<file path="src/khpe_pkg.sv">
package khpe_pkg;

	localparam int NUM_BUTTONS = 5;
	localparam int CNT_W = 10;
	localparam int BYTE_W = 8;
	localparam int REP_W = 4;
	localparam int IDX_W = 3;
	localparam int CFG_DATA_W = 10;

	localparam logic [REP_W-1:0] MAX_REPEAT = 4'd12;
	localparam logic [BYTE_W-1:0] DATA_CNT_RESET = 8'h90;

	// register reset values
	localparam logic [BYTE_W-1:0] SYNC_RESET = 8'hAA;
	localparam logic [BYTE_W-1:0] ADDR_RESET = 8'h44;
	localparam logic [CNT_W-1:0] THR_RESET = 10'd400;
	localparam logic [CNT_W-1:0] CEIL_RESET = 10'd1000;
	localparam logic [CNT_W-1:0] FOLD_RESET = 10'd500;
	localparam logic [REP_W-1:0] REPEAT_RESET = 4'd10;

	typedef enum logic [IDX_W-1:0] {
		REG_SYNC,
		REG_ADDR,
		REG_THR,
		REG_CEIL,
		REG_FOLD,
		REG_REPEAT
	} reg_idx_t;

	// settings seen by the lanes (threshold already forced to at least one)
	typedef struct packed {
		logic [CNT_W-1:0] thr;
		logic [CNT_W-1:0] ceil;
		logic [CNT_W-1:0] fold;
	} lane_cfg_t;

	// what one lane found for the current tick
	typedef struct packed {
		logic fire;
		logic [BYTE_W-1:0] code;
	} burst_t;

	function automatic logic [BYTE_W-1:0] on_code(input int idx);
		logic [BYTE_W-1:0] c;
		case (idx)
			0: c = 8'h11;
			1: c = 8'h22;
			2: c = 8'h66;
			3: c = 8'h77;
			default: c = '0;
		endcase
		return c;
	endfunction

	function automatic logic [BYTE_W-1:0] off_code(input int idx);
		logic [BYTE_W-1:0] c;
		case (idx)
			0: c = 8'h33;
			1: c = 8'h55;
			2: c = 8'h88;
			3: c = 8'h99;
			default: c = '0;
		endcase
		return c;
	endfunction

endpackage

</file>
<file path="src/khpe_lane.sv">
module khpe_lane (
	input  logic clk,
	input  logic arst_n,
	input  logic tick,
	input  logic held,
	input  khpe_pkg::lane_cfg_t cfg,
	input  logic [khpe_pkg::BYTE_W-1:0] on_c,
	input  logic [khpe_pkg::BYTE_W-1:0] off_c,
	output khpe_pkg::burst_t burst
);
	import khpe_pkg::*;

	logic [CNT_W-1:0] hold_count_q;
	logic on_flag_q;

	logic [CNT_W-1:0] cnt_inc;
	logic [CNT_W-1:0] cnt_new;
	logic over;
	logic send_on;
	logic send_off;

	// advance the hold counter and decide on a burst
	always_comb begin
		cnt_inc = (hold_count_q >= cfg.ceil) ? cfg.fold : hold_count_q + 1'b1;
		cnt_new = held ? cnt_inc : hold_count_q;
		over = cnt_new >= cfg.thr;
		send_on = over && held;
		send_off = on_flag_q && ((cnt_new == '0) || (over && !held));
		burst.fire = send_on || send_off;
		burst.code = send_on ? on_c : off_c;
	end

	// commit lane state on each accepted tick
	always_ff @(posedge clk or negedge arst_n) begin
		if (!arst_n) begin
			hold_count_q <= '0;
			on_flag_q <= 1'b0;
		end else if (tick) begin
			hold_count_q <= (over && !held) ? '0 : cnt_new;
			if (send_on)
				on_flag_q <= 1'b1;
			else if (send_off)
				on_flag_q <= 1'b0;
		end
	end

endmodule

</file>
<file path="src/khpe_burst_seq.sv">
module khpe_burst_seq (
	input  logic clk,
	input  logic arst_n,
	input  logic in_valid,
	output logic in_stall,
	output logic tick,
	input  khpe_pkg::burst_t [khpe_pkg::NUM_BUTTONS-1:0] bursts,
	input  logic [khpe_pkg::BYTE_W-1:0] sync_byte,
	input  logic [khpe_pkg::BYTE_W-1:0] rx_addr,
	input  logic [khpe_pkg::REP_W-1:0] reps,
	output logic out_valid,
	input  logic out_stall,
	output logic [khpe_pkg::BYTE_W-1:0] sync,
	output logic [khpe_pkg::BYTE_W-1:0] address,
	output logic [khpe_pkg::BYTE_W-1:0] command,
	output logic [khpe_pkg::BYTE_W-1:0] checksum,
	output logic last
);
	import khpe_pkg::*;

	logic [NUM_BUTTONS-1:0] mask_q;
	logic [NUM_BUTTONS-1:0][BYTE_W-1:0] codes_q;
	logic [REP_W-1:0] rep_q;

	logic out_valid_q;
	logic [BYTE_W-1:0] sync_q;
	logic [BYTE_W-1:0] address_q;
	logic [BYTE_W-1:0] command_q;
	logic [BYTE_W-1:0] checksum_q;
	logic last_q;

	logic busy;
	logic slot;
	logic emit;
	logic [NUM_BUTTONS-1:0] sel;
	logic [NUM_BUTTONS-1:0] rest;
	logic [NUM_BUTTONS-1:0] fire_mask;
	logic [BYTE_W-1:0] cur_code;
	logic rep_last;
	logic pkt_last;
	logic done_now;

	// pick the lowest pending button and the packet it sends
	always_comb begin
		busy = |mask_q;
		slot = !out_valid_q || !out_stall;
		emit = busy && slot;
		sel = mask_q & (~mask_q + 1'b1);
		rest = mask_q & ~sel;
		cur_code = '0;
		for (int i = 0; i < NUM_BUTTONS; i++) begin
			if (sel[i])
				cur_code = cur_code | codes_q[i];
			fire_mask[i] = bursts[i].fire;
		end
		rep_last = rep_q == (reps - 1'b1);
		pkt_last = rep_last && (rest == '0);
		done_now = emit && pkt_last;
		in_stall = busy && !done_now;
		tick = in_valid && !in_stall;
	end

	// hold the job of the current tick and walk its packets
	always_ff @(posedge clk or negedge arst_n) begin
		if (!arst_n) begin
			mask_q <= '0;
			rep_q <= '0;
		end else if (tick) begin
			mask_q <= (reps == '0) ? '0 : fire_mask;
			rep_q <= '0;
		end else if (emit) begin
			if (rep_last) begin
				mask_q <= rest;
				rep_q <= '0;
			end else begin
				rep_q <= rep_q + 1'b1;
			end
		end
	end

	always_ff @(posedge clk) begin
		if (tick) begin
			for (int i = 0; i < NUM_BUTTONS; i++)
				codes_q[i] <= bursts[i].code;
		end
	end

	// output register: one beat per cycle while not stalled
	always_ff @(posedge clk or negedge arst_n) begin
		if (!arst_n)
			out_valid_q <= 1'b0;
		else if (slot)
			out_valid_q <= emit;
	end

	always_ff @(posedge clk) begin
		if (emit) begin
			sync_q <= sync_byte;
			address_q <= rx_addr;
			command_q <= cur_code;
			checksum_q <= rx_addr + cur_code;
			last_q <= pkt_last;
		end
	end

	assign out_valid = out_valid_q;
	assign sync = sync_q;
	assign address = address_q;
	assign command = command_q;
	assign checksum = checksum_q;
	assign last = last_q;

	// the repeat counter stays inside the burst length while a job runs
	a_rep_range: assert property (@(posedge clk) disable iff (!arst_n)
		busy |-> rep_q < reps)
		else $error("repeat counter past burst length");

	// the final packet of a tick empties the job unless a new tick loads
	a_last_empties: assert property (@(posedge clk) disable iff (!arst_n)
		(emit && pkt_last && !tick) |=> mask_q == '0)
		else $error("job left pending after last packet");

	// an idle sequencer never holds off the input
	a_idle_ready: assert property (@(posedge clk) disable iff (!arst_n)
		!busy |-> !in_stall)
		else $error("input stalled while idle");

	// a new job starts at its first repeat
	a_load_rep: assert property (@(posedge clk) disable iff (!arst_n)
		tick |=> rep_q == '0)
		else $error("repeat counter not cleared on load");

endmodule

</file>
<file path="src/keypad_hold_to_packet_encoder_core.sv">
// Keypad hold-to-packet encoder.
// Input channel (in_valid / in_stall / buttons_held): one beat per scan tick,
// bit i set means button i+1 is held. Five button lanes update their hold
// counters and on flags in the accept cycle; a sequencer then sends, for each
// button that fires, lowest button first, repeat_count packets of
// sync, address, command, checksum.
// Output channel (out_valid / out_stall): one packet per beat; last marks the
// final packet of a tick. A tick that sends nothing produces no beat.
// The first packet of a tick passes the job registers, loaded on acceptance,
// and then the output register.
// Throughput: one packet per cycle while out_stall is low, through the single
// output register. The next tick is accepted in the cycle its predecessor's
// last packet enters the output register.
// Configuration (cfg_valid / cfg_ready / cfg_index / cfg_data): cfg_ready is
// always high; write only while idle. Indexes above five are ignored.
// Reset: lanes clear, data counter loads 0x90, registers take their defaults,
// no beat is pending. While out_stall is high a pending output beat holds and the
// sequencer waits, stalling the input once a job is pending.
module keypad_hold_to_packet_encoder_core (
	input  logic clk,
	input  logic arst_n,
	input  logic in_valid,
	output logic in_stall,
	input  logic [khpe_pkg::NUM_BUTTONS-1:0] buttons_held,
	output logic out_valid,
	input  logic out_stall,
	output logic [khpe_pkg::BYTE_W-1:0] sync,
	output logic [khpe_pkg::BYTE_W-1:0] address,
	output logic [khpe_pkg::BYTE_W-1:0] command,
	output logic [khpe_pkg::BYTE_W-1:0] checksum,
	output logic last,
	input  logic cfg_valid,
	output logic cfg_ready,
	input  logic [khpe_pkg::IDX_W-1:0] cfg_index,
	input  logic [khpe_pkg::CFG_DATA_W-1:0] cfg_data
);
	import khpe_pkg::*;

	logic [BYTE_W-1:0] sync_byte_q;
	logic [BYTE_W-1:0] rx_addr_q;
	logic [CNT_W-1:0] thr_q;
	logic [CNT_W-1:0] ceil_q;
	logic [CNT_W-1:0] fold_q;
	logic [REP_W-1:0] repeat_q;
	logic [BYTE_W-1:0] data_cnt_q;

	lane_cfg_t lane_cfg;
	logic [REP_W-1:0] reps_eff;
	logic tick;
	burst_t [NUM_BUTTONS-1:0] bursts;

	assign cfg_ready = 1'b1;

	// configuration registers
	always_ff @(posedge clk or negedge arst_n) begin
		if (!arst_n) begin
			sync_byte_q <= SYNC_RESET;
			rx_addr_q <= ADDR_RESET;
			thr_q <= THR_RESET;
			ceil_q <= CEIL_RESET;
			fold_q <= FOLD_RESET;
			repeat_q <= REPEAT_RESET;
		end else if (cfg_valid && cfg_ready) begin
			case (cfg_index)
				REG_SYNC: sync_byte_q <= cfg_data[BYTE_W-1:0];
				REG_ADDR: rx_addr_q <= cfg_data[BYTE_W-1:0];
				REG_THR: thr_q <= cfg_data[CNT_W-1:0];
				REG_CEIL: ceil_q <= cfg_data[CNT_W-1:0];
				REG_FOLD: fold_q <= cfg_data[CNT_W-1:0];
				REG_REPEAT: repeat_q <= cfg_data[REP_W-1:0];
				default: ;
			endcase
		end
	end

	// clamp threshold and repeat count
	always_comb begin
		lane_cfg.thr = (thr_q == '0) ? CNT_W'(1) : thr_q;
		lane_cfg.ceil = ceil_q;
		lane_cfg.fold = fold_q;
		reps_eff = (repeat_q > MAX_REPEAT) ? MAX_REPEAT : repeat_q;
	end

	// advance the data counter once per accepted tick
	always_ff @(posedge clk or negedge arst_n) begin
		if (!arst_n)
			data_cnt_q <= DATA_CNT_RESET;
		else if (tick)
			data_cnt_q <= data_cnt_q + 1'b1;
	end

	for (genvar g = 0; g < NUM_BUTTONS; g++) begin : g_lane
		logic [BYTE_W-1:0] on_c;
		logic [BYTE_W-1:0] off_c;

		assign on_c = (g == 4) ? data_cnt_q : on_code(g);
		assign off_c = (g == 4) ? data_cnt_q : off_code(g);

		khpe_lane u_lane (
			.clk   (clk),
			.arst_n(arst_n),
			.tick  (tick),
			.held  (buttons_held[g]),
			.cfg   (lane_cfg),
			.on_c  (on_c),
			.off_c (off_c),
			.burst (bursts[g])
		);
	end

	khpe_burst_seq u_seq (
		.clk      (clk),
		.arst_n   (arst_n),
		.in_valid (in_valid),
		.in_stall (in_stall),
		.tick     (tick),
		.bursts   (bursts),
		.sync_byte(sync_byte_q),
		.rx_addr  (rx_addr_q),
		.reps     (reps_eff),
		.out_valid(out_valid),
		.out_stall(out_stall),
		.sync     (sync),
		.address  (address),
		.command  (command),
		.checksum (checksum),
		.last     (last)
	);

endmodule
</file>
<file path="config.mk">
export PLATFORM = sky130hd
export DESIGN_NAME = keypad_hold_to_packet_encoder_core
export DESIGN_NICKNAME = d
export VERILOG_FILES = /design/src/khpe_pkg.sv /design/src/khpe_lane.sv /design/src/khpe_burst_seq.sv /design/src/keypad_hold_to_packet_encoder_core.sv
export SDC_FILE = /design/constraint.sdc
export NUM_CORES = 1
export LEC_CHECK = 0
export ABC_AREA = 1
export BUFFER_PORTS_ARGS = -buffer_cell sky130_fd_sc_hd__buf_2
export CAP_MARGIN = 10
export CORE_ASPECT_RATIO = 0.7
export CORE_MARGIN = 1.5
export CORE_UTILIZATION = 51
export CTS_BUF_LIST = sky130_fd_sc_hd__clkbuf_2 sky130_fd_sc_hd__clkbuf_4 sky130_fd_sc_hd__clkbuf_8
export CTS_CLUSTER_DIAMETER = 150
export DETAILED_ROUTE_END_ITERATION = 10
export PLACE_DENSITY = 0.75
export SETUP_SLACK_MARGIN = 0.1
export SLEW_MARGIN = 5
export SYNTH_ARGS = -nofsm -noshare
export SYNTH_HDL_FRONTEND = slang
export SYNTH_SLANG_ARGS = --single-unit
</file>
<file path="constraint.sdc">
create_clock -name clk -period 6.4 [get_ports clk]
set_input_delay 1.28 -clock clk [delete_from_list [all_inputs] [get_ports clk]]
set_output_delay 1.28 -clock clk [all_outputs]
set_load 0.005 [all_outputs]
</file>
# Word level (Yosys, flattened, before mapping)
# Cells that the tools add are included.
# classes
add_sub_neg	10
order_cmp	11
eq_ne	6
muxes	43
n_bitwise	8
reduce_logical	69
# op_table
op	n
$mux W10	16
$ge A10 B10 Y1	10
$logic_not A10 Y1	6
$mux W8	7
$add A10 B1 Y10 const B	5
$or A8 B8 Y8	4
$reduce_and A2 Y1	12
$logic_and A1 B1 Y1	20
$mux W5	4
$mux W4	4
$reduce_bool A2 Y1	7
$logic_or A1 B1 Y1	11
$and A5 B5 Y5	2
$mux W1	10
$not A5 Y5	2
$logic_not A1 Y1	9
$add A8 B1 Y8 const B	1
$add A8 B8 Y8	1
$mux W7	1
$eq A3 B2 Y1 const B	2
$eq A3 B3 Y1 const B	2
$mux W6	1
$add A5 B1 Y5 const B	1
$logic_not A5 Y1	1
8 further kinds	8
# totals
reg_bits	196
in_bits	23
out_inout_bits	36

# Depth between registers and ports, before layout
# Gate-level depths: netlist (run 1).
# logic_depth
word_depth	14
depth_mapped	30
ltp_nobuf	29

# Cells and area by module
# From an unflattened synthesis (run 1), not the netlist that was laid out.
# hier_totals
cells_unflattened	1938
hier_area_um2	14338.8
# by_module_without_submodules
module	instances	cells_per_inst	area_per_inst_um2
khpe_lane (g_lane[1].u_lane ...)	4	282	1680.4
khpe_burst_seq	1	278	3525.9
keypad_hold_to_packet_encoder_core	1	248	2421.1
khpe_lane (g_lane[0].u_lane)	1	284	1670.4

# Least setup slack after synthesis (run 1)
# OpenSTA, ideal clock, no wires.
# synth_timing
kind	input port to flip-flop
startpoint	input buttons_held[1] in the netlist's numbering
endpoint	register g_lane[1].u_lane.on_flag_q
setup_time_ps	116
arrival_ps	3388
t_required_ps	6284
setup_slack_ps	2896
path_stages	18
n_path_buf	2
cell_sequence	clkbuf_1 > buf_1 > nand2_1 > o22ai_1 > inv_1 > ha_1 > nand2_1 > nor2_1 > o211ai_1 > o2111ai_1 > a31oi_1 > inv_1 > nand2_1 > inv_1 > nor2_1 > nor2_1 > nand3_1 > nand2_1
# synth_via
elab_chain_cells	7
word_cells_on_any_way	11
classes_between	1 x order compare; 2 x mux; 8 x reduce/logical
# synth_lines
item	line	rtl
start, declared	keypad_hold_to_packet_encoder_core.sv:24	input logic [khpe_pkg::NUM_BUTTONS-1:0] buttons_held,
$mux W10	khpe_lane.sv:25	cnt_new = held ? cnt_inc : hold_count_q;
$ge A10 B10 Y1	khpe_lane.sv:26	over = cnt_new >= cfg.thr;
$logic_and A1 B1 Y1	khpe_lane.sv:28	send_off = on_flag_q && ((cnt_new == '0) || (over && !held));
$logic_or A1 B1 Y1	khpe_lane.sv:28	
$logic_and A1 B1 Y1	khpe_lane.sv:28	
$reduce_bool A2 Y1 (no source line)	-	
$reduce_and A2 Y1 (no source line)	-	
end signal, assigned	khpe_lane.sv:37	on_flag_q <= 1'b0;
end signal, assigned	khpe_lane.sv:41	on_flag_q <= 1'b1;
end signal, assigned	khpe_lane.sv:43	on_flag_q <= 1'b0;
end, declared	khpe_lane.sv:14	logic on_flag_q;
# Several ways; a longest one is shown, not always the timed one.
# A chain may end at the register's enable or synchronous reset.

# Final worst setup path (run 1)
# layout_timing
startpoint	register ceil_q[3]
endpoint	register u_seq.mask_q[1]
# layout_via
elab_chain_cells	10
word_cells_on_any_way	12
classes_between	2 x order compare; 4 x mux; 6 x reduce/logical
# layout_lines
item	line	rtl
start, declared	keypad_hold_to_packet_encoder_core.sv:42	logic [CNT_W-1:0] ceil_q;
start signal, assigned	keypad_hold_to_packet_encoder_core.sv:68	REG_CEIL: ceil_q <= cfg_data[CNT_W-1:0];
$ge A10 B10 Y1 (*)	khpe_lane.sv:24	cnt_inc = (hold_count_q >= cfg.ceil) ? cfg.fold : hold_count_q + 1'b1;
$mux W10 (*)	khpe_lane.sv:24	
$mux W10 (*)	khpe_lane.sv:25	
$ge A10 B10 Y1	khpe_lane.sv:26	
$logic_and A1 B1 Y1	khpe_lane.sv:28	
$logic_or A1 B1 Y1	khpe_lane.sv:28	
$logic_and A1 B1 Y1	khpe_lane.sv:28	
$logic_or A1 B1 Y1 (*)	khpe_lane.sv:29	burst.fire = send_on || send_off;
$mux W5 (*)	khpe_burst_seq.sv:69	mask_q <= (reps == '0) ? '0 : fire_mask;
$mux W5 (*)	khpe_burst_seq.sv:68	end else if (tick) begin
end signal, assigned	khpe_burst_seq.sv:69	
end signal, assigned	khpe_burst_seq.sv:73	mask_q <= rest;
end, declared	khpe_burst_seq.sv:21	logic [NUM_BUTTONS-1:0] mask_q;
# Mark *: on every way between the ends. The rest lies on a longest branch, timed or not.

==> results of run 1 <==
-- synthesized netlist by cell type (all sizes together) --
library cell    n  area share, %
o21ai         118            5.3
o2111a          1          0.099
dfstp          25            5.8
o22ai          51            2.8
a211oi          1          0.066
conb            1          0.033
nand3b          5           0.33
o2111ai         3           0.23
nand2         368             12
clkbuf         14           0.46
nor4            5           0.27
nor2          121            4.5
nand3          78            3.6
clkinv          4           0.18
o21a            3           0.20
xnor2           7           0.54
buf            18           0.92
a22oi           1          0.066
xor2           39            3.0
a31o            2           0.15
o211ai         13           0.85
a21oi          57            2.5
nand4          22            1.3
inv           205            6.7
fa              1           0.18
edfxtp         48             13
o21bai          1          0.066
dfrtp          98             21
a31oi           3           0.16
nor3           10           0.58
ha            115             13
-- sequential cells by signal, indices dropped and copies added, names as in the netlist --
name                        flops
sync_byte_q                     8
u_seq.mask_q                    5
u_seq.out_valid                 1
rx_addr_q                       8
u_seq.address                   8
data_cnt_q                      8
u_seq.last                      1
u_seq.checksum                  8
u_seq.rep_q                     4
u_seq.sync                      8
fold_q                         10
u_seq.command                   8
repeat_q                        4
u_seq.codes_q                  15
thr_q                          10
g_lane.u_lane.on_flag_q         5
g_lane.u_lane.hold_count_q     50
ceil_q                         10
-- cells by family after synthesis --
kind of cell               after synthesis  share of synthesized area, %
AOI/OAI and AO/OA                      254                          12.5
xor gates and xnor gates                46                          3.53
DFF                                    171                          39.8
buffers and inverters                  241                          8.29
adders and majority gates              116                          12.8
and+or+nand+nor                        609                          23.0
other                                    1                        0.0328
-- power by group --
part	total [mW]	switching [mW]	internal [mW]
clock network	0.818	0.489	0.330
logic	3.32	2.19	1.13
registers	2.08	0.402	1.67
total	6.21	3.08	3.13
-- worst paths after layout --
| check | from | end | slack [ns] | cells after the start |
|---|---|---|---|---|
| max | ceil_q[3] | u_seq.mask_q[1] | 2.07 | 23 |
| min | sync_byte_q[4] | u_seq.sync[4] | 0.47 | 0 |
| min reg2reg | sync_byte_q[4] | u_seq.sync[4] | 0.47 | 0 |
| max reg2reg | ceil_q[3] | u_seq.mask_q[1] | 2.07 | 23 |
| min in group asynchronous | arst_n | g_lane[0].u_lane.hold_count_q[4] | 0.82 | 1 |
| max in group asynchronous | arst_n | fold_q[3] | 4.16 | 2 |
-- cell type report --
type	instances	area share [%]
tap	282	2.86
inverter	209	6.39
timing repair buffer	59	2.61
clock inverter	15	1.44
antenna	1	0.0203
clock buffer	17	1.89
multi-input combinational	1026	48.0
sequential	171	36.8
-- routing by layer --
| layer | vias to the layer above | global-route usage, % | share of wire [%] |
|---|---|---|---|
| li1 | 4860 | - | - |
| met1 | 4688 | 40.2 | 46 |
| met2 | 494 | 38.1 | 39 |
| met3 | 61 | 9.38 | 12 |
| met4 | 2 | 8.41 | 2.5 |
| met5 | - | 0 | 0.038 |
-- worst max-delay path, cell delays in order (launching register included) --
cell and delay (ns):
dfstp_2 0.55, inv_1 0.16, ha_1 0.36, a21oi_1 0.12, o21ai_0 0.10, nand2_1 0.07, nand4_1 0.64, a21oi_1 0.34
o21ai_0 0.11, o21ai_0 0.18, inv_1 0.08, ha_1 0.29, nand2_1 0.10, nor2_1 0.06, o211ai_1 0.09, o2111ai_1 0.13
a31oi_1 0.29, inv_1 0.09, nand2_1 0.11, inv_1 0.08, nor2_1 0.09, nor2_1 0.07, nand3_1 0.09, nand2_1 0.05
==> impl_metrics.toml, run 1 <==
[status]
outcome = "complete, no violations"

[logic_synthesis]
syn_nets = 1577
synth-seq-cells = 171
syn_inst = 1438
yosysWarnings = 0
syn_area_mm2 = 0.0114
yosysSeqAreaShare_pct = 39.8
synth.avg_cell_area_um2 = 7.94
yosysUniqueCellTypes = 49

[cts]
htree_num_levels = 4
ctsResizeCount = 0
cts_tree = "done"
cts_buffers = 17
clock-sinks = 171
cts-root-buf = "clkbuf_8"
holdBufCountCts = 0
clkLatencyLatePin_ns = 0.50
cts.path.max_buffers = 2
post_cts_buffers = 0
clk_pin_slew_ns = 0.10

[timing]
fin_setup_tns_ns = 0
worst_hold_slack_ns = 0.475
fin_crit_ns = 4.33
setup_viol = 0
skew_ns = 0.0234
worst_pin_slew_ns = 0.899
fin_crit_sh_pct = 67.7
max_freq_mhz = 231
slew_viol_final = 0
hold_viol_final = 0
slew_headroom_pct = 40.1
rsz0062_at_grt = "false"
final.setup.worst_slack_ns = 2.07

[floorplanning]
fp.dieH_um = 128
rows = 45
coreArea_mm2 = 0.0218
die_x_um = 182
die-area_mm2 = 0.0233
start_util_pct = 52.3
ios = 59

[placement]
gp_congestion = 0.939
dpl.cell_count = 1746
pre_cts_ws_ns = 2.20
postPlaceCellArea_mm2 = 0.0119
detailed_place_hpwl_mm = 22.9
portBuffers = 57

[routing]
vias = 10100
ant_nets = 0
vias_per_cell = 5.68
first_pass_iters = 7
drt_wl_total_mm = 31.3
wire_per_inst_um = 17.6
drtIter0Drc = 1121
drc = 0

[final_layout]
syn2layout_area_growth_pct = 8.16
final_area_mm2 = 0.0124
nNetsFinal = 1623
nFillCells = 1982
regArea_mm2 = 0.00455
multiInputGateArea_mm2 = 0.00592
instances_no_fill = 1780
final_cell_mix = "nand2_1, inv_1, ha_1"
final_util_pct = 56.6
drive_above_1_share_pct = 9.95
final_common_cell = "nand2_1"

[setup_path]
critical_path_class = "reg2reg"
crit_fanout = 20
crit_path_end_kind = "flip-flop"
start_kind = "flip-flop"
critical_path_required_ns = 6.79
cp.arrival_ns = 4.72

[power_and_ir_drop]
vdd_drop_max_mv = 0.234
power.density_mw_per_mm2 = 503
leakage_nw = 6.21
power_mw = 6.21

[global_route]
antenna_found_initial = 1
grt_overflow_total = 0
first_global_vias = 9143
grt_max_degree = 78
grt_pass1_wl_mm = 49.0
grt_use_total_pct = 27.5

[hold_path]
hp-class = "reg2reg"

[flow_run]
drv_cap = 0
(Power assumes the default switching activity.)
==> run 2, diff against run 1 <==
==> constraint.sdc (replaced) <==
create_clock -name clk -period 4.25 [get_ports clk]
set_input_delay 0.85 -clock clk [delete_from_list [all_inputs] [get_ports clk]]
set_output_delay 0.85 -clock clk [all_outputs]
set_load 0.005 [all_outputs]
==> impl_metrics.toml, run 2 (same netlist as run 1, synthesis figures left out) <==
[power_and_ir_drop]
leakage_nw = 6.38
p_switching_mw = 4.84
power.density_mw_per_mm2 = 774
combinationalPowerShare_pct = 55.4
swShare_pct = 49.3
clockPowerShare_pct = 12.8
p_seq_share_pct = 31.8
p_int_mw = 4.98
vdd_drop_max_mv = 0.360

[global_route]
first_global_vias = 9294
grt_pass1_wl_mm = 50.7
grt_max_degree = 71
grt_overflow_total = 0
antenna_found_initial = 0
grt_use_total_pct = 28.5

[timing]
slew_viol_final = 0
slew_headroom_pct = 34.8
worst_hold_slack_ns = 0.463
hold_viol_final = 0
skew_ns = 0.0152
setup_viol = 0
rsz0062_at_grt = "false"
max_freq_mhz = 257
fin_setup_tns_ns = 0
final.setup.worst_slack_ns = 0.358
fin_crit_ns = 3.89
worst_pin_slew_ns = 0.979
fin_crit_sh_pct = 91.6

[placement]
postPlaceCellArea_mm2 = 0.0120
gp_congestion = 0.927
pre_cts_ws_ns = 0.250
detailed_place_hpwl_mm = 23.3
portBuffers = 57

[setup_path]
crit_buf_inv = 4
crit_path_end_kind = "flip-flop"
cpPeakStageDelay_ns = 0.54
critPathTopFamily = "compound AO/OA/AOI/OAI gates"
critical_path_class = "reg2reg"
start_kind = "flip-flop"
crit_fanout = 9
critPathSlowestCell = "dfstp_2"
path_cells = "inv_1 > ha_1 > a21oi_1 > o21a_1 > nand4_1 > buf_4 > clkinvlp_2 > nand3b_1 > a22oi_1 > ha_1 > nand2_1 > nor2_1 > o211ai_1 > o2111ai_1 > a31oi_1 > inv_1 > nand2_1 > nand2_2 > o21ai_0"
critical_path_required_ns = 4.67
cp.arrival_ns = 4.31

[cts]
cts_buffers = 17
cts-root-buf = "clkbuf_8"
holdBufCountCts = 0
clk_pin_slew_ns = 0.11
htree_num_levels = 4
clkLatencyLatePin_ns = 0.50
cts_tree = "done"
clock-sinks = 171
cts.path.max_buffers = 2

[floorplanning]
rows = 45
fp.dieH_um = 128
ios = 59
start_util_pct = 52.3
coreArea_mm2 = 0.0218
die-area_mm2 = 0.0233
die_x_um = 182

[routing]
vias = 10300
drc = 0
drt_wl_total_mm = 32.4
ant_nets = 0
vias_per_cell = 5.71
drtIter0Drc = 1359
wire_per_inst_um = 17.9
first_pass_iters = 6

[final_layout]
drive_above_1_share_pct = 12.2
nNetsFinal = 1652
final_cell_mix = "nand2_1, inv_1, ha_1"
largest_register = "g_lane.u_lane.hold_count_q"
final_area_mm2 = 0.0127
final_util_pct = 58.0
top_regs = "g_lane.u_lane.hold_count_q: 50 flops, u_seq.codes_q: 15 flops"
largest_reg_flops = 50
syn2layout_area_growth_pct = 11.0
final_common_cell = "nand2_1"

[flow_run]
drv_cap = 0

[hold_path]
hp-class = "reg2reg"

[status]
outcome = "complete, no violations"
[run 2: routing by layer]
layer | track usage, % | wire length [um]
met1 | 43.5 | 14800
met2 | 39.0 | 12900
met3 | 7.73 | 4100
met4 | 8.26 | 678
met5 | 0 | 0
[run 2: layout make-up]
type	count	area, um^2
Fill cell	1965	9170
Multi-Input combinational cell	1028	6010
Sequential cell	171	4550
Inverter	209	793
Timing Repair Buffer	85	531
Tap cell	282	353
Clock buffer	17	234
Clock inverter	15	199
Timing Repair inverter	1	5.00
Antenna cell	1	2.50
[run 2: timing repair]
action                     4_1_cts  5_1_grt
resized for setup                0       15
setup endpoints to repair        0       50
setup buffers                    0       13
[run 2: power by group through the flow]
stage	sequential (mW)	combinational [mW]	clock (mW)
detailed placement	3.12	4.99	0
finish	3.12	5.44	1.26
floorplan	2.92	3.68	0
global route	3.17	6.13	1.34
CTS	3.10	5.03	1.27
global placement	3.11	4.79	0
[run 2: worst reg2reg max path: cells and delay by family (launching register included)]
| family | cells | cell delay (ns) |
|---|---|---|
| flops | 1 | 0.54 |
| fa+ha+maj | 2 | 0.66 |
| buf+inv | 4 | 0.54 |
| compound gates | 7 | 1.37 |
| simple gates | 6 | 0.71 |
[run 2: final timing paths]
check	from	end	slack [ns]	depth (start not counted)
max	ceil_q[9]	g_lane[4].u_lane.hold_count_q[2]	0.36	19
min reg2reg	sync_byte_q[2]	u_seq.sync[2]	0.46	0
min in group asynchronous	arst_n	data_cnt_q[5]	0.49	1
max reg2reg	ceil_q[9]	g_lane[4].u_lane.hold_count_q[2]	0.36	19
min	sync_byte_q[2]	u_seq.sync[2]	0.46	0
max in group asynchronous	arst_n	thr_q[7]	2.86	2
[run 2: per-stage QoR]
stage | power [mW] | std cells
finish | 9.82 | 1809
global route | 10.6 | 1808
CTS | 9.40 | 1791
detailed placement | 8.11 | 1759
global placement | 7.90 | 1759
floorplan | 6.60 | 1438
